[src/hdl/escdec_pkg.sv]
// Shared types, character codes and helpers for the escape sequence decoder.
`timescale 1ns / 1ps

package escdec_pkg;

   // Raw character store of an open hex escape (letter plus digits)
   localparam int RawDepth   = 8;
   localparam int RawIdxW    = $clog2(RawDepth);
   localparam int RawCntW    = $clog2(RawDepth + 1);

   // Command queue between front and back
   localparam int QueueDepth = 4;
   localparam int QueuePtrW  = $clog2(QueueDepth);
   localparam int QueueCntW  = $clog2(QueueDepth + 1);

   // Beat counter covers backslash, full raw store and two characters
   localparam int BeatW      = 4;

   // Digit limits
   localparam logic [3:0] DecDigits   = 4'd3;
   localparam logic [3:0] HexDigitsLo = 4'd4;
   localparam logic [3:0] HexDigitsHi = 4'd8;

   // Character codes
   localparam logic [31:0] CharBackslash = 32'h0000_005C;
   localparam logic [31:0] CharLowerT    = 32'h0000_0074;
   localparam logic [31:0] CharLowerR    = 32'h0000_0072;
   localparam logic [31:0] CharLowerN    = 32'h0000_006E;
   localparam logic [31:0] CharLowerU    = 32'h0000_0075;
   localparam logic [31:0] CharUpperU    = 32'h0000_0055;
   localparam logic [31:0] CharTab       = 32'h0000_0009;
   localparam logic [31:0] CharCr        = 32'h0000_000D;
   localparam logic [31:0] CharLf        = 32'h0000_000A;

   typedef enum logic [1:0] {
      ModeIdle,
      ModeBsl,
      ModeHex,
      ModeDec
   } mode_type;

   // One queued command: raw flush, then up to two characters
   typedef struct packed {
      logic                          text_end;
      logic [BeatW-1:0]              flush_len;
      logic [BeatW-1:0]              last_beat;
      logic [RawDepth-1:0][7:0]      raw;
      logic [31:0]                   char_a;
      logic [31:0]                   char_b;
   } cmd_type;

   typedef struct packed {
      logic full;
      logic empty;
   } queue_status_type;

   function automatic logic is_dec_digit(input logic [31:0] c);
      return (c >= 32'h0000_0030) && (c <= 32'h0000_0039);
   endfunction

   function automatic logic is_hex_digit(input logic [31:0] c);
      return is_dec_digit(c) ||
             ((c >= 32'h0000_0041) && (c <= 32'h0000_0046)) ||
             ((c >= 32'h0000_0061) && (c <= 32'h0000_0066));
   endfunction

   // Nibble of a hex digit; letters sit at low code 1..6 in both cases
   function automatic logic [3:0] hex_nibble(input logic [31:0] c);
      if (is_dec_digit(c)) begin
         return c[3:0];
      end
      return 4'(c[3:0] + 4'd9);
   endfunction

endpackage

[src/hdl/escdec_front.sv]
// Front end: accepts characters, tracks the escape state and builds output commands.
`timescale 1ns / 1ps

module escdec_front (
   input  logic                          clock,
   input  logic                          reset,
   input  logic                          req_valid,
   output logic                          req_stall,
   input  logic [31:0]                   req_in_char,
   input  logic                          req_end_of_text,
   input  escdec_pkg::queue_status_type  q_status,
   output logic                          cmd_push,
   output escdec_pkg::cmd_type           cmd
);

   escdec_pkg::mode_type mode_ff, mode_in, mode_mid;
   logic [31:0]                  acc_ff, acc_in;
   logic [3:0]                   dig_ff, dig_in;
   logic [escdec_pkg::RawCntW-1:0] rc_ff, rc_in;
   logic [7:0]                   raw_ff [escdec_pkg::RawDepth];

   logic                         accept;
   logic                         is_bsl, is_dec, is_hex;
   logic [3:0]                   nib;
   logic                         raw_we;
   logic [escdec_pkg::RawIdxW-1:0] raw_wa;
   logic [7:0]                   raw_wd;
   logic [escdec_pkg::BeatW-1:0] flen;
   logic [1:0]                   nchar;
   logic [31:0]                  ca, cb;
   logic                         brk;

   assign req_stall = q_status.full;
   assign accept    = req_valid && !q_status.full;

   // Classify the incoming character
   assign is_bsl = (req_in_char == escdec_pkg::CharBackslash);
   assign is_dec = escdec_pkg::is_dec_digit(req_in_char);
   assign is_hex = escdec_pkg::is_hex_digit(req_in_char);
   assign nib    = escdec_pkg::hex_nibble(req_in_char);

   // Next escape mode, before and after end-of-text closing
   always_comb begin
      mode_mid = mode_ff;
      if (accept) begin
         unique case (mode_ff)
            escdec_pkg::ModeIdle: begin
               mode_mid = is_bsl ? escdec_pkg::ModeBsl : escdec_pkg::ModeIdle;
            end
            escdec_pkg::ModeBsl: begin
               if (req_in_char == escdec_pkg::CharLowerU ||
                   req_in_char == escdec_pkg::CharUpperU) begin
                  mode_mid = escdec_pkg::ModeHex;
               end else if (is_dec) begin
                  mode_mid = escdec_pkg::ModeDec;
               end else begin
                  mode_mid = escdec_pkg::ModeIdle;
               end
            end
            escdec_pkg::ModeHex: begin
               if (is_hex) begin
                  mode_mid = (dig_ff == 4'd1) ? escdec_pkg::ModeIdle : escdec_pkg::ModeHex;
               end else begin
                  mode_mid = is_bsl ? escdec_pkg::ModeBsl : escdec_pkg::ModeIdle;
               end
            end
            escdec_pkg::ModeDec: begin
               if (is_dec) begin
                  mode_mid = (dig_ff == 4'd1) ? escdec_pkg::ModeIdle : escdec_pkg::ModeDec;
               end else begin
                  mode_mid = is_bsl ? escdec_pkg::ModeBsl : escdec_pkg::ModeIdle;
               end
            end
         endcase
      end
      mode_in = (accept && req_end_of_text) ? escdec_pkg::ModeIdle : mode_mid;
   end

   // Datapath and command content for the accepted character
   always_comb begin
      acc_in = acc_ff;
      dig_in = dig_ff;
      rc_in  = rc_ff;
      raw_we = 1'b0;
      raw_wa = rc_ff[escdec_pkg::RawIdxW-1:0];
      raw_wd = req_in_char[7:0];
      flen   = '0;
      nchar  = 2'd0;
      ca     = '0;
      cb     = '0;
      brk    = 1'b0;
      if (accept) begin
         unique case (mode_ff)
            escdec_pkg::ModeIdle: begin
               brk = 1'b1;
            end
            escdec_pkg::ModeBsl: begin
               if (req_in_char == escdec_pkg::CharLowerT) begin
                  ca = escdec_pkg::CharTab;
                  nchar = 2'd1;
               end else if (req_in_char == escdec_pkg::CharLowerR) begin
                  ca = escdec_pkg::CharCr;
                  nchar = 2'd1;
               end else if (req_in_char == escdec_pkg::CharLowerN) begin
                  ca = escdec_pkg::CharLf;
                  nchar = 2'd1;
               end else if (req_in_char == escdec_pkg::CharLowerU ||
                            req_in_char == escdec_pkg::CharUpperU) begin
                  acc_in = '0;
                  dig_in = (req_in_char == escdec_pkg::CharLowerU) ?
                           escdec_pkg::HexDigitsLo : escdec_pkg::HexDigitsHi;
                  raw_we = 1'b1;
                  raw_wa = '0;
                  rc_in  = escdec_pkg::RawCntW'(1);
               end else if (is_dec) begin
                  acc_in = {28'd0, nib};
                  dig_in = escdec_pkg::DecDigits - 4'd1;
               end else begin
                  ca = req_in_char;
                  nchar = 2'd1;
               end
            end
            escdec_pkg::ModeHex: begin
               if (is_hex) begin
                  acc_in = {acc_ff[27:0], nib};
                  if (rc_ff < escdec_pkg::RawCntW'(escdec_pkg::RawDepth)) begin
                     raw_we = 1'b1;
                     rc_in  = rc_ff + escdec_pkg::RawCntW'(1);
                  end
                  dig_in = dig_ff - 4'd1;
                  if (dig_ff == 4'd1) begin
                     ca     = acc_in;
                     nchar  = 2'd1;
                     acc_in = '0;
                     dig_in = '0;
                     rc_in  = '0;
                  end
               end else begin
                  // Broken escape: backslash plus stored raw characters
                  flen   = escdec_pkg::BeatW'(rc_ff) + escdec_pkg::BeatW'(1);
                  acc_in = '0;
                  dig_in = '0;
                  rc_in  = '0;
                  brk    = 1'b1;
               end
            end
            escdec_pkg::ModeDec: begin
               if (is_dec) begin
                  acc_in = (acc_ff << 3) + (acc_ff << 1) + {28'd0, nib};
                  dig_in = dig_ff - 4'd1;
                  if (dig_ff == 4'd1) begin
                     ca     = acc_in;
                     nchar  = 2'd1;
                     acc_in = '0;
                     dig_in = '0;
                  end
               end else begin
                  ca     = acc_ff;
                  nchar  = 2'd1;
                  acc_in = '0;
                  dig_in = '0;
                  brk    = 1'b1;
               end
            end
         endcase

         // Handle the character from idle after a break
         if (brk && !is_bsl) begin
            if (nchar == 2'd0) ca = req_in_char;
            else cb = req_in_char;
            nchar = nchar + 2'd1;
         end

         // Close any open escape at end of text
         if (req_end_of_text) begin
            unique case (mode_mid)
               escdec_pkg::ModeBsl: begin
                  if (nchar == 2'd0) ca = escdec_pkg::CharBackslash;
                  else cb = escdec_pkg::CharBackslash;
                  nchar = nchar + 2'd1;
               end
               escdec_pkg::ModeHex: begin
                  flen = escdec_pkg::BeatW'(rc_in) + escdec_pkg::BeatW'(1);
               end
               escdec_pkg::ModeDec: begin
                  if (nchar == 2'd0) ca = acc_in;
                  else cb = acc_in;
                  nchar = nchar + 2'd1;
               end
               escdec_pkg::ModeIdle: begin
               end
            endcase
            acc_in = '0;
            dig_in = '0;
            rc_in  = '0;
         end
      end
   end

   // Assemble the command, raw store seen with this cycle's write
   always_comb begin
      cmd.text_end  = req_end_of_text;
      cmd.flush_len = flen;
      cmd.last_beat = flen + escdec_pkg::BeatW'(nchar) - escdec_pkg::BeatW'(1);
      cmd.char_a    = ca;
      cmd.char_b    = cb;
      for (int i = 0; i < escdec_pkg::RawDepth; i++) begin
         cmd.raw[i] = (raw_we && raw_wa == escdec_pkg::RawIdxW'(i)) ? raw_wd : raw_ff[i];
      end
   end

   assign cmd_push = accept && ((flen != '0) || (nchar != 2'd0));

   // Escape state registers
   always_ff @(posedge clock) begin
      if (reset) begin
         mode_ff <= escdec_pkg::ModeIdle;
         acc_ff  <= '0;
         dig_ff  <= '0;
         rc_ff   <= '0;
      end else begin
         mode_ff <= mode_in;
         acc_ff  <= acc_in;
         dig_ff  <= dig_in;
         rc_ff   <= rc_in;
      end
   end

   // Raw character store, no reset
   always_ff @(posedge clock) begin
      if (raw_we) begin
         raw_ff[raw_wa] <= raw_wd;
      end
   end

endmodule

[src/hdl/escdec_queue.sv]
// Short command queue between the front and back ends.
`timescale 1ns / 1ps

module escdec_queue (
   input  logic                          clock,
   input  logic                          reset,
   input  logic                          push,
   input  escdec_pkg::cmd_type           push_cmd,
   input  logic                          pop,
   output escdec_pkg::cmd_type           head_cmd,
   output escdec_pkg::queue_status_type  status
);

   escdec_pkg::cmd_type entry_ff [escdec_pkg::QueueDepth];
   logic [escdec_pkg::QueuePtrW-1:0] wr_ff, wr_in, rd_ff, rd_in;
   logic [escdec_pkg::QueueCntW-1:0] cnt_ff, cnt_in;

   assign head_cmd     = entry_ff[rd_ff];
   assign status.full  = (cnt_ff == escdec_pkg::QueueCntW'(escdec_pkg::QueueDepth));
   assign status.empty = (cnt_ff == '0);

   // Advance pointers with wrap and track occupancy
   always_comb begin
      wr_in  = wr_ff;
      rd_in  = rd_ff;
      cnt_in = cnt_ff;
      if (push) begin
         wr_in = (wr_ff == escdec_pkg::QueuePtrW'(escdec_pkg::QueueDepth - 1)) ?
                 '0 : wr_ff + escdec_pkg::QueuePtrW'(1);
      end
      if (pop) begin
         rd_in = (rd_ff == escdec_pkg::QueuePtrW'(escdec_pkg::QueueDepth - 1)) ?
                 '0 : rd_ff + escdec_pkg::QueuePtrW'(1);
      end
      if (push && !pop) begin
         cnt_in = cnt_ff + escdec_pkg::QueueCntW'(1);
      end else if (pop && !push) begin
         cnt_in = cnt_ff - escdec_pkg::QueueCntW'(1);
      end
   end

   always_ff @(posedge clock) begin
      if (reset) begin
         wr_ff  <= '0;
         rd_ff  <= '0;
         cnt_ff <= '0;
      end else begin
         wr_ff  <= wr_in;
         rd_ff  <= rd_in;
         cnt_ff <= cnt_in;
      end
   end

   // Entry storage, no reset
   always_ff @(posedge clock) begin
      if (push) begin
         entry_ff[wr_ff] <= push_cmd;
      end
   end

endmodule

[src/hdl/escdec_back.sv]
// Back end: expands queued commands into output beats behind an output register.
`timescale 1ns / 1ps

module escdec_back (
   input  logic                          clock,
   input  logic                          reset,
   input  escdec_pkg::cmd_type           head_cmd,
   input  escdec_pkg::queue_status_type  q_status,
   output logic                          cmd_pop,
   output logic                          rsp_valid,
   input  logic                          rsp_stall,
   output logic [31:0]                   rsp_out_char,
   output logic                          rsp_run_last,
   output logic                          rsp_text_done
);

   logic [escdec_pkg::BeatW-1:0] beat_ff, beat_in;
   logic        valid_ff, valid_in;
   logic [31:0] char_ff, char_in;
   logic        last_ff, last_in;
   logic        done_ff, done_in;
   logic        load;

   assign load = !q_status.empty && (!valid_ff || !rsp_stall);

   // Select the character of the current beat
   always_comb begin
      if (beat_ff < head_cmd.flush_len) begin
         if (beat_ff == '0) begin
            char_in = escdec_pkg::CharBackslash;
         end else begin
            char_in = {24'd0,
                       head_cmd.raw[escdec_pkg::RawIdxW'(beat_ff - escdec_pkg::BeatW'(1))]};
         end
      end else if (beat_ff == head_cmd.flush_len) begin
         char_in = head_cmd.char_a;
      end else begin
         char_in = head_cmd.char_b;
      end
      last_in = (beat_ff == head_cmd.last_beat);
      done_in = last_in && head_cmd.text_end;
   end

   // Advance the beat counter; drop the command after its last beat
   always_comb begin
      beat_in = beat_ff;
      if (load) begin
         beat_in = last_in ? '0 : beat_ff + escdec_pkg::BeatW'(1);
      end
      if (load) begin
         valid_in = 1'b1;
      end else if (!rsp_stall) begin
         valid_in = 1'b0;
      end else begin
         valid_in = valid_ff;
      end
   end

   assign cmd_pop = load && last_in;

   always_ff @(posedge clock) begin
      if (reset) begin
         beat_ff  <= '0;
         valid_ff <= 1'b0;
      end else begin
         beat_ff  <= beat_in;
         valid_ff <= valid_in;
      end
   end

   // Output payload, held while stalled
   always_ff @(posedge clock) begin
      if (load) begin
         char_ff <= char_in;
         last_ff <= last_in;
         done_ff <= done_in;
      end
   end

   assign rsp_valid     = valid_ff;
   assign rsp_out_char  = char_ff;
   assign rsp_run_last  = last_ff;
   assign rsp_text_done = done_ff;

endmodule

[src/hdl/escape_sequence_decoder_core.sv]
// Top level of the backslash escape decoder: front end, command queue, back end.
`timescale 1ns / 1ps

// Channel  Ports                                         Direction
// req      req_valid, req_stall, req_in_char,
//          req_end_of_text                               in (stall out)
// rsp      rsp_valid, rsp_stall, rsp_out_char,
//          rsp_run_last, rsp_text_done                   out (stall in)
//
// One character is taken per cycle while the command queue is not full; the back end
// sends an item's beats out in order, so an item that yields k beats (up to 10 on a
// broken hex escape) holds the back end while the four-entry queue absorbs the burst.
// An accepted item's first beat goes to rsp via a queue entry, then the output register.
// req_stall is high only while the command queue is full.
// Synchronous reset clears the escape state, the queue pointers and the output valid.

module escape_sequence_decoder_core (
   input  logic        clock,
   input  logic        reset,
   input  logic        req_valid,
   output logic        req_stall,
   input  logic [31:0] req_in_char,
   input  logic        req_end_of_text,
   output logic        rsp_valid,
   input  logic        rsp_stall,
   output logic [31:0] rsp_out_char,
   output logic        rsp_run_last,
   output logic        rsp_text_done
);

   escdec_pkg::cmd_type          push_cmd;
   escdec_pkg::cmd_type          head_cmd;
   escdec_pkg::queue_status_type q_status;
   logic                         cmd_push;
   logic                         cmd_pop;

   escdec_front u_front (
      .clock           (clock),
      .reset           (reset),
      .req_valid       (req_valid),
      .req_stall       (req_stall),
      .req_in_char     (req_in_char),
      .req_end_of_text (req_end_of_text),
      .q_status        (q_status),
      .cmd_push        (cmd_push),
      .cmd             (push_cmd)
   );

   escdec_queue u_queue (
      .clock    (clock),
      .reset    (reset),
      .push     (cmd_push),
      .push_cmd (push_cmd),
      .pop      (cmd_pop),
      .head_cmd (head_cmd),
      .status   (q_status)
   );

   escdec_back u_back (
      .clock         (clock),
      .reset         (reset),
      .head_cmd      (head_cmd),
      .q_status      (q_status),
      .cmd_pop       (cmd_pop),
      .rsp_valid     (rsp_valid),
      .rsp_stall     (rsp_stall),
      .rsp_out_char  (rsp_out_char),
      .rsp_run_last  (rsp_run_last),
      .rsp_text_done (rsp_text_done)
   );

endmodule
[config.mk]
export PLATFORM = sky130hd
export DESIGN_NAME = escape_sequence_decoder_core
export DESIGN_NICKNAME = d
export VERILOG_FILES = /design/src/hdl/escdec_pkg.sv /design/src/hdl/escdec_front.sv /design/src/hdl/escdec_queue.sv /design/src/hdl/escdec_back.sv /design/src/hdl/escape_sequence_decoder_core.sv
export SDC_FILE = /design/constraint.sdc
export NUM_CORES = 1
export LEC_CHECK = 0
export BUFFER_PORTS_ARGS = -buffer_cell sky130_fd_sc_hd__buf_2
export CAP_MARGIN = 20
export CORE_ASPECT_RATIO = 0.6
export CORE_MARGIN = 2
export CORE_UTILIZATION = 60
export DETAILED_ROUTE_END_ITERATION = 8
export PLACE_DENSITY_LB_ADDON = 0.05
export SETUP_SLACK_MARGIN = 0.02
export SLEW_MARGIN = 5
export SYNTH_ARGS = -nofsm -noshare
export SYNTH_HDL_FRONTEND = slang
export SYNTH_SLANG_ARGS = --single-unit
[constraint.sdc]
create_clock -name clock -period 22 [get_ports clock]
set_clock_uncertainty 0.05 [all_clocks]
set_input_delay 2.2 -clock clock [delete_from_list [all_inputs] [get_ports clock]]
set_output_delay 2.2 -clock clock [all_outputs]
set_load 0.01 [all_outputs]
==> metrics <==
Yosys warning total=0; PostCTS Resize Cnt=0; Clock Path Buffers=3; CTS tree=yes; Via Count=between 20k and 25k; Die Area=55990 sq um; final WL=roughly 86000 microns; routability cong.=approximately 0.96; total power=between 0.003 and 0.004 W; Unique masters post-synth=88; flip-flop and latch count after synthesis=about 700; asr flop ratio synth=0%; CTS Hold Bufs=0; Root Driver=clkbuf_16; row count=65; Die Y=between 150 and 200 microns; top cells by area, synth=edfxtp_1 60%, mux4_2 11%, ha_1 3.5%, dfxtp_1 3.5%, a22oi_1 2.0%; pwr dens=94.37 nW/um^2; first-pass GRT wire length=128000 microns; Fin Setup TNS=0 ns; Synth Flop Type=edfxtp_1; post-synth top area share=around three fifths; clock latency on the worst-skew pair=roughly 0.65 ns; RSZ-0062 raised after global routing=false; Critical Path AT=around 9.0 ns; DP Cell Count=2861; register area share after synthesis=around 63%; I/O Buffers=72; Rel. slew slack=between 20% and 30%; flop2flop setup slack=approximately 15 ns; DR iter-0 viols=2762; CP Class=input pin to flip-flop; DR WL/cell=29.05 microns; antenna violations before repair=2; H-tree Lvls=2; Overall Global Routing Usage=a little under a third; final period utilization=about two fifths; Lkg Pwr=11.77 nW; max-cap violation count=0; Synth area leader=edfxtp_1; Worst Setup End Kind=flip-flop; Pre-antenna DRT Iters=7; Achievable Freq=around 120 MHz; CP Launch Type=input pin; mean post-synth cell area=14.95 sq um; outcome=completed; EDFF count, synth=646; Post-Syn Area=roughly 32000 sq um; Setup Fix Bufs, Post-CTS=0; Worst-path clk slew=0.07 ns; nets=roughly 2.4k; critical path required time=22.30 ns; clk sink count=roughly 700; core region area=52940 sq um; clock buffer count from CTS=61; vias in the first global route=about 19k; Slew @ Worst Pin=approximately 1.1 ns; share of cells above drive strength 1=19.69%; Area growth, synth to finish=9.333%; pin count of the biggest net entering global routing=60; DRC violations left=0; Hold/Removal Path Class=flip-flop to flip-flop; Setup-failing EPs final=0; Post-Synthesis Cells=about 2.2k; # IOs=73; Final Hold Vio Count=0; fin cells=2973; Peak VDD IR=about 0.14 mV; Final min period=about 8.6 ns; Routed Antenna Nets=0; Post-synth top cells=646 x edfxtp_1, 168 x nand2_1, 153 x mux4_2; Mapped Nets=roughly 2.3k; count leader, synth=edfxtp_1; critical-path maximum fanout=25; Via-to-Cell Ratio=between 6 and 7; width of the die=between 300 and 400 microns; total congestion overflow=0; hpwl dp=~57000 microns; starting density of the core=61.25%; Slew Viols, Final=0; Antenna Cells=0
## final timing paths
check,end,cells past startpoint,startpoint
hold / removal,u_back.rsp_valid,2,u_back.rsp_valid
hold reg to reg,u_back.rsp_valid,2,u_back.rsp_valid
setup reg to reg,u_queue.entry_ff[1][29],15,u_front.dig_ff[0]
setup / recovery,u_queue.entry_ff[0][57],22,req_in_char[1]
## through the flow
stage	hold slack [ns]	utilization, %	setup WS (ns)	area (sq um)
floorplan	0.4169	-	13.27	32430
global placement	0.4334	63.34	13.11	33530
detailed placement	0.4439	63.34	13.05	33530
CTS	0.4559	66.96	13.64	35450
global route	0.4962	66.97	13.11	35460
finish	0.4575	66.97	13.35	35460
## critical path, cell delays in order
cell,delay (ns)
buf_2,0.44
inv_1,0.21
ha_1,0.28
o21bai_1,0.19
a21boi_1,0.23
and3_1,0.28
buf_4,0.21
inv_2,0.37
o21ai_0,0.21
xnor2_1,0.47
fa_1,0.56
ha_1,0.33
a211oi_1,0.10
o211ai_1,0.25
nand2_1,0.12
o31a_1,0.34
o31a_1,0.32
o21a_1,0.22
a221o_1,0.41
a222oi_1,0.72
o22ai_1,0.19
a21o_1,0.24
## report_power, final
part           total [W]  switching (W)  internal [W]
Sequential       0.00169      0.0000451       0.00164
Clock            0.00104       0.000488      0.000551
Combinational   0.000622       0.000398      0.000224
Total            0.00335       0.000931       0.00242
## sequential cells by signal (all words and copies together) (netlist names), named ones only
name,cells
u_back.beat_ff,4
u_front.acc_ff,32
u_front.dig_ff,4
u_front.mode_ff,2
u_back.rsp_text_done,1
u_back.rsp_out_char,32
u_queue.rd_ff,2
u_back.rsp_valid,1
u_queue.wr_ff,2
u_back.rsp_run_last,1
u_front.rc_ff,4
u_front.raw_ff,64
u_queue.cnt_ff,3
u_queue.entry_ff,548
## cell families after synthesis
kind of cell | after synthesis | share of synthesized area [%]
flip-flops | 702 | 63.27
AND/OR/NAND/NOR | 466 | 6.929
XOR/XNOR | 40 | 1.080
AO/OA/AOI/OAI | 473 | 9.908
multiplexers | 222 | 12.95
buffers and inverters | 171 | 2.106
adder cells (fa/ha/maj) | 95 | 3.758
## per-layer routing
| metal | GRT usage (%) | share of wire [%] | wire [microns] | up-vias |
|---|---|---|---|---|
| met5 | 0 | 0 | 0 | - |
| met4 | 5.692 | 1.6 | 1386 | 0 |
| met3 | 8.749 | 13 | 11240 | 106 |
| met2 | 39.86 | 39 | 33600 | 1194 |
| met1 | 52.55 | 46 | 40150 | 10280 |
| li1 | - | - | - | 8722 |
## placed cells by master (no fill, tap or decap), types with 18 or more instances in the layout
master | netlist | final
inv_1 | 45 | 45
nand2_1 | 168 | 168
buf_2 | 18 | 72
o21ai_0 | 67 | 67
ha_1 | 91 | 91
nor3_1 | 18 | 18
a211oi_1 | 19 | 19
nor2_1 | 120 | 119
nand3_1 | 25 | 25
a21o_1 | 23 | 23
xnor2_1 | 23 | 23
a22o_1 | 20 | 20
mux4_2 | 153 | 153
clkbuf_1 | 86 | 18
a21oi_1 | 118 | 116
edfxtp_1 | 646 | 646
clkbuf_16 | 0 | 61
o21ai_1 | 18 | 18
mux2i_1 | 19 | 19
mux2_2 | 50 | 50
buf_4 | 3 | 41
a22oi_1 | 85 | 85
dfxtp_1 | 56 | 54
## cell type report
cell class	count	area, sq um
Inverter	48	180.2
Sequential cell	702	20530
Multi-Input combinational cell	1296	11290
Clock buffer	82	1635
Timing Repair Buffer	113	668.1
Clock inverter	29	280.3
Fill cell	3630	17490
Tap cell	703	879.6
Note: power is estimated with default switching activity, not from simulation.
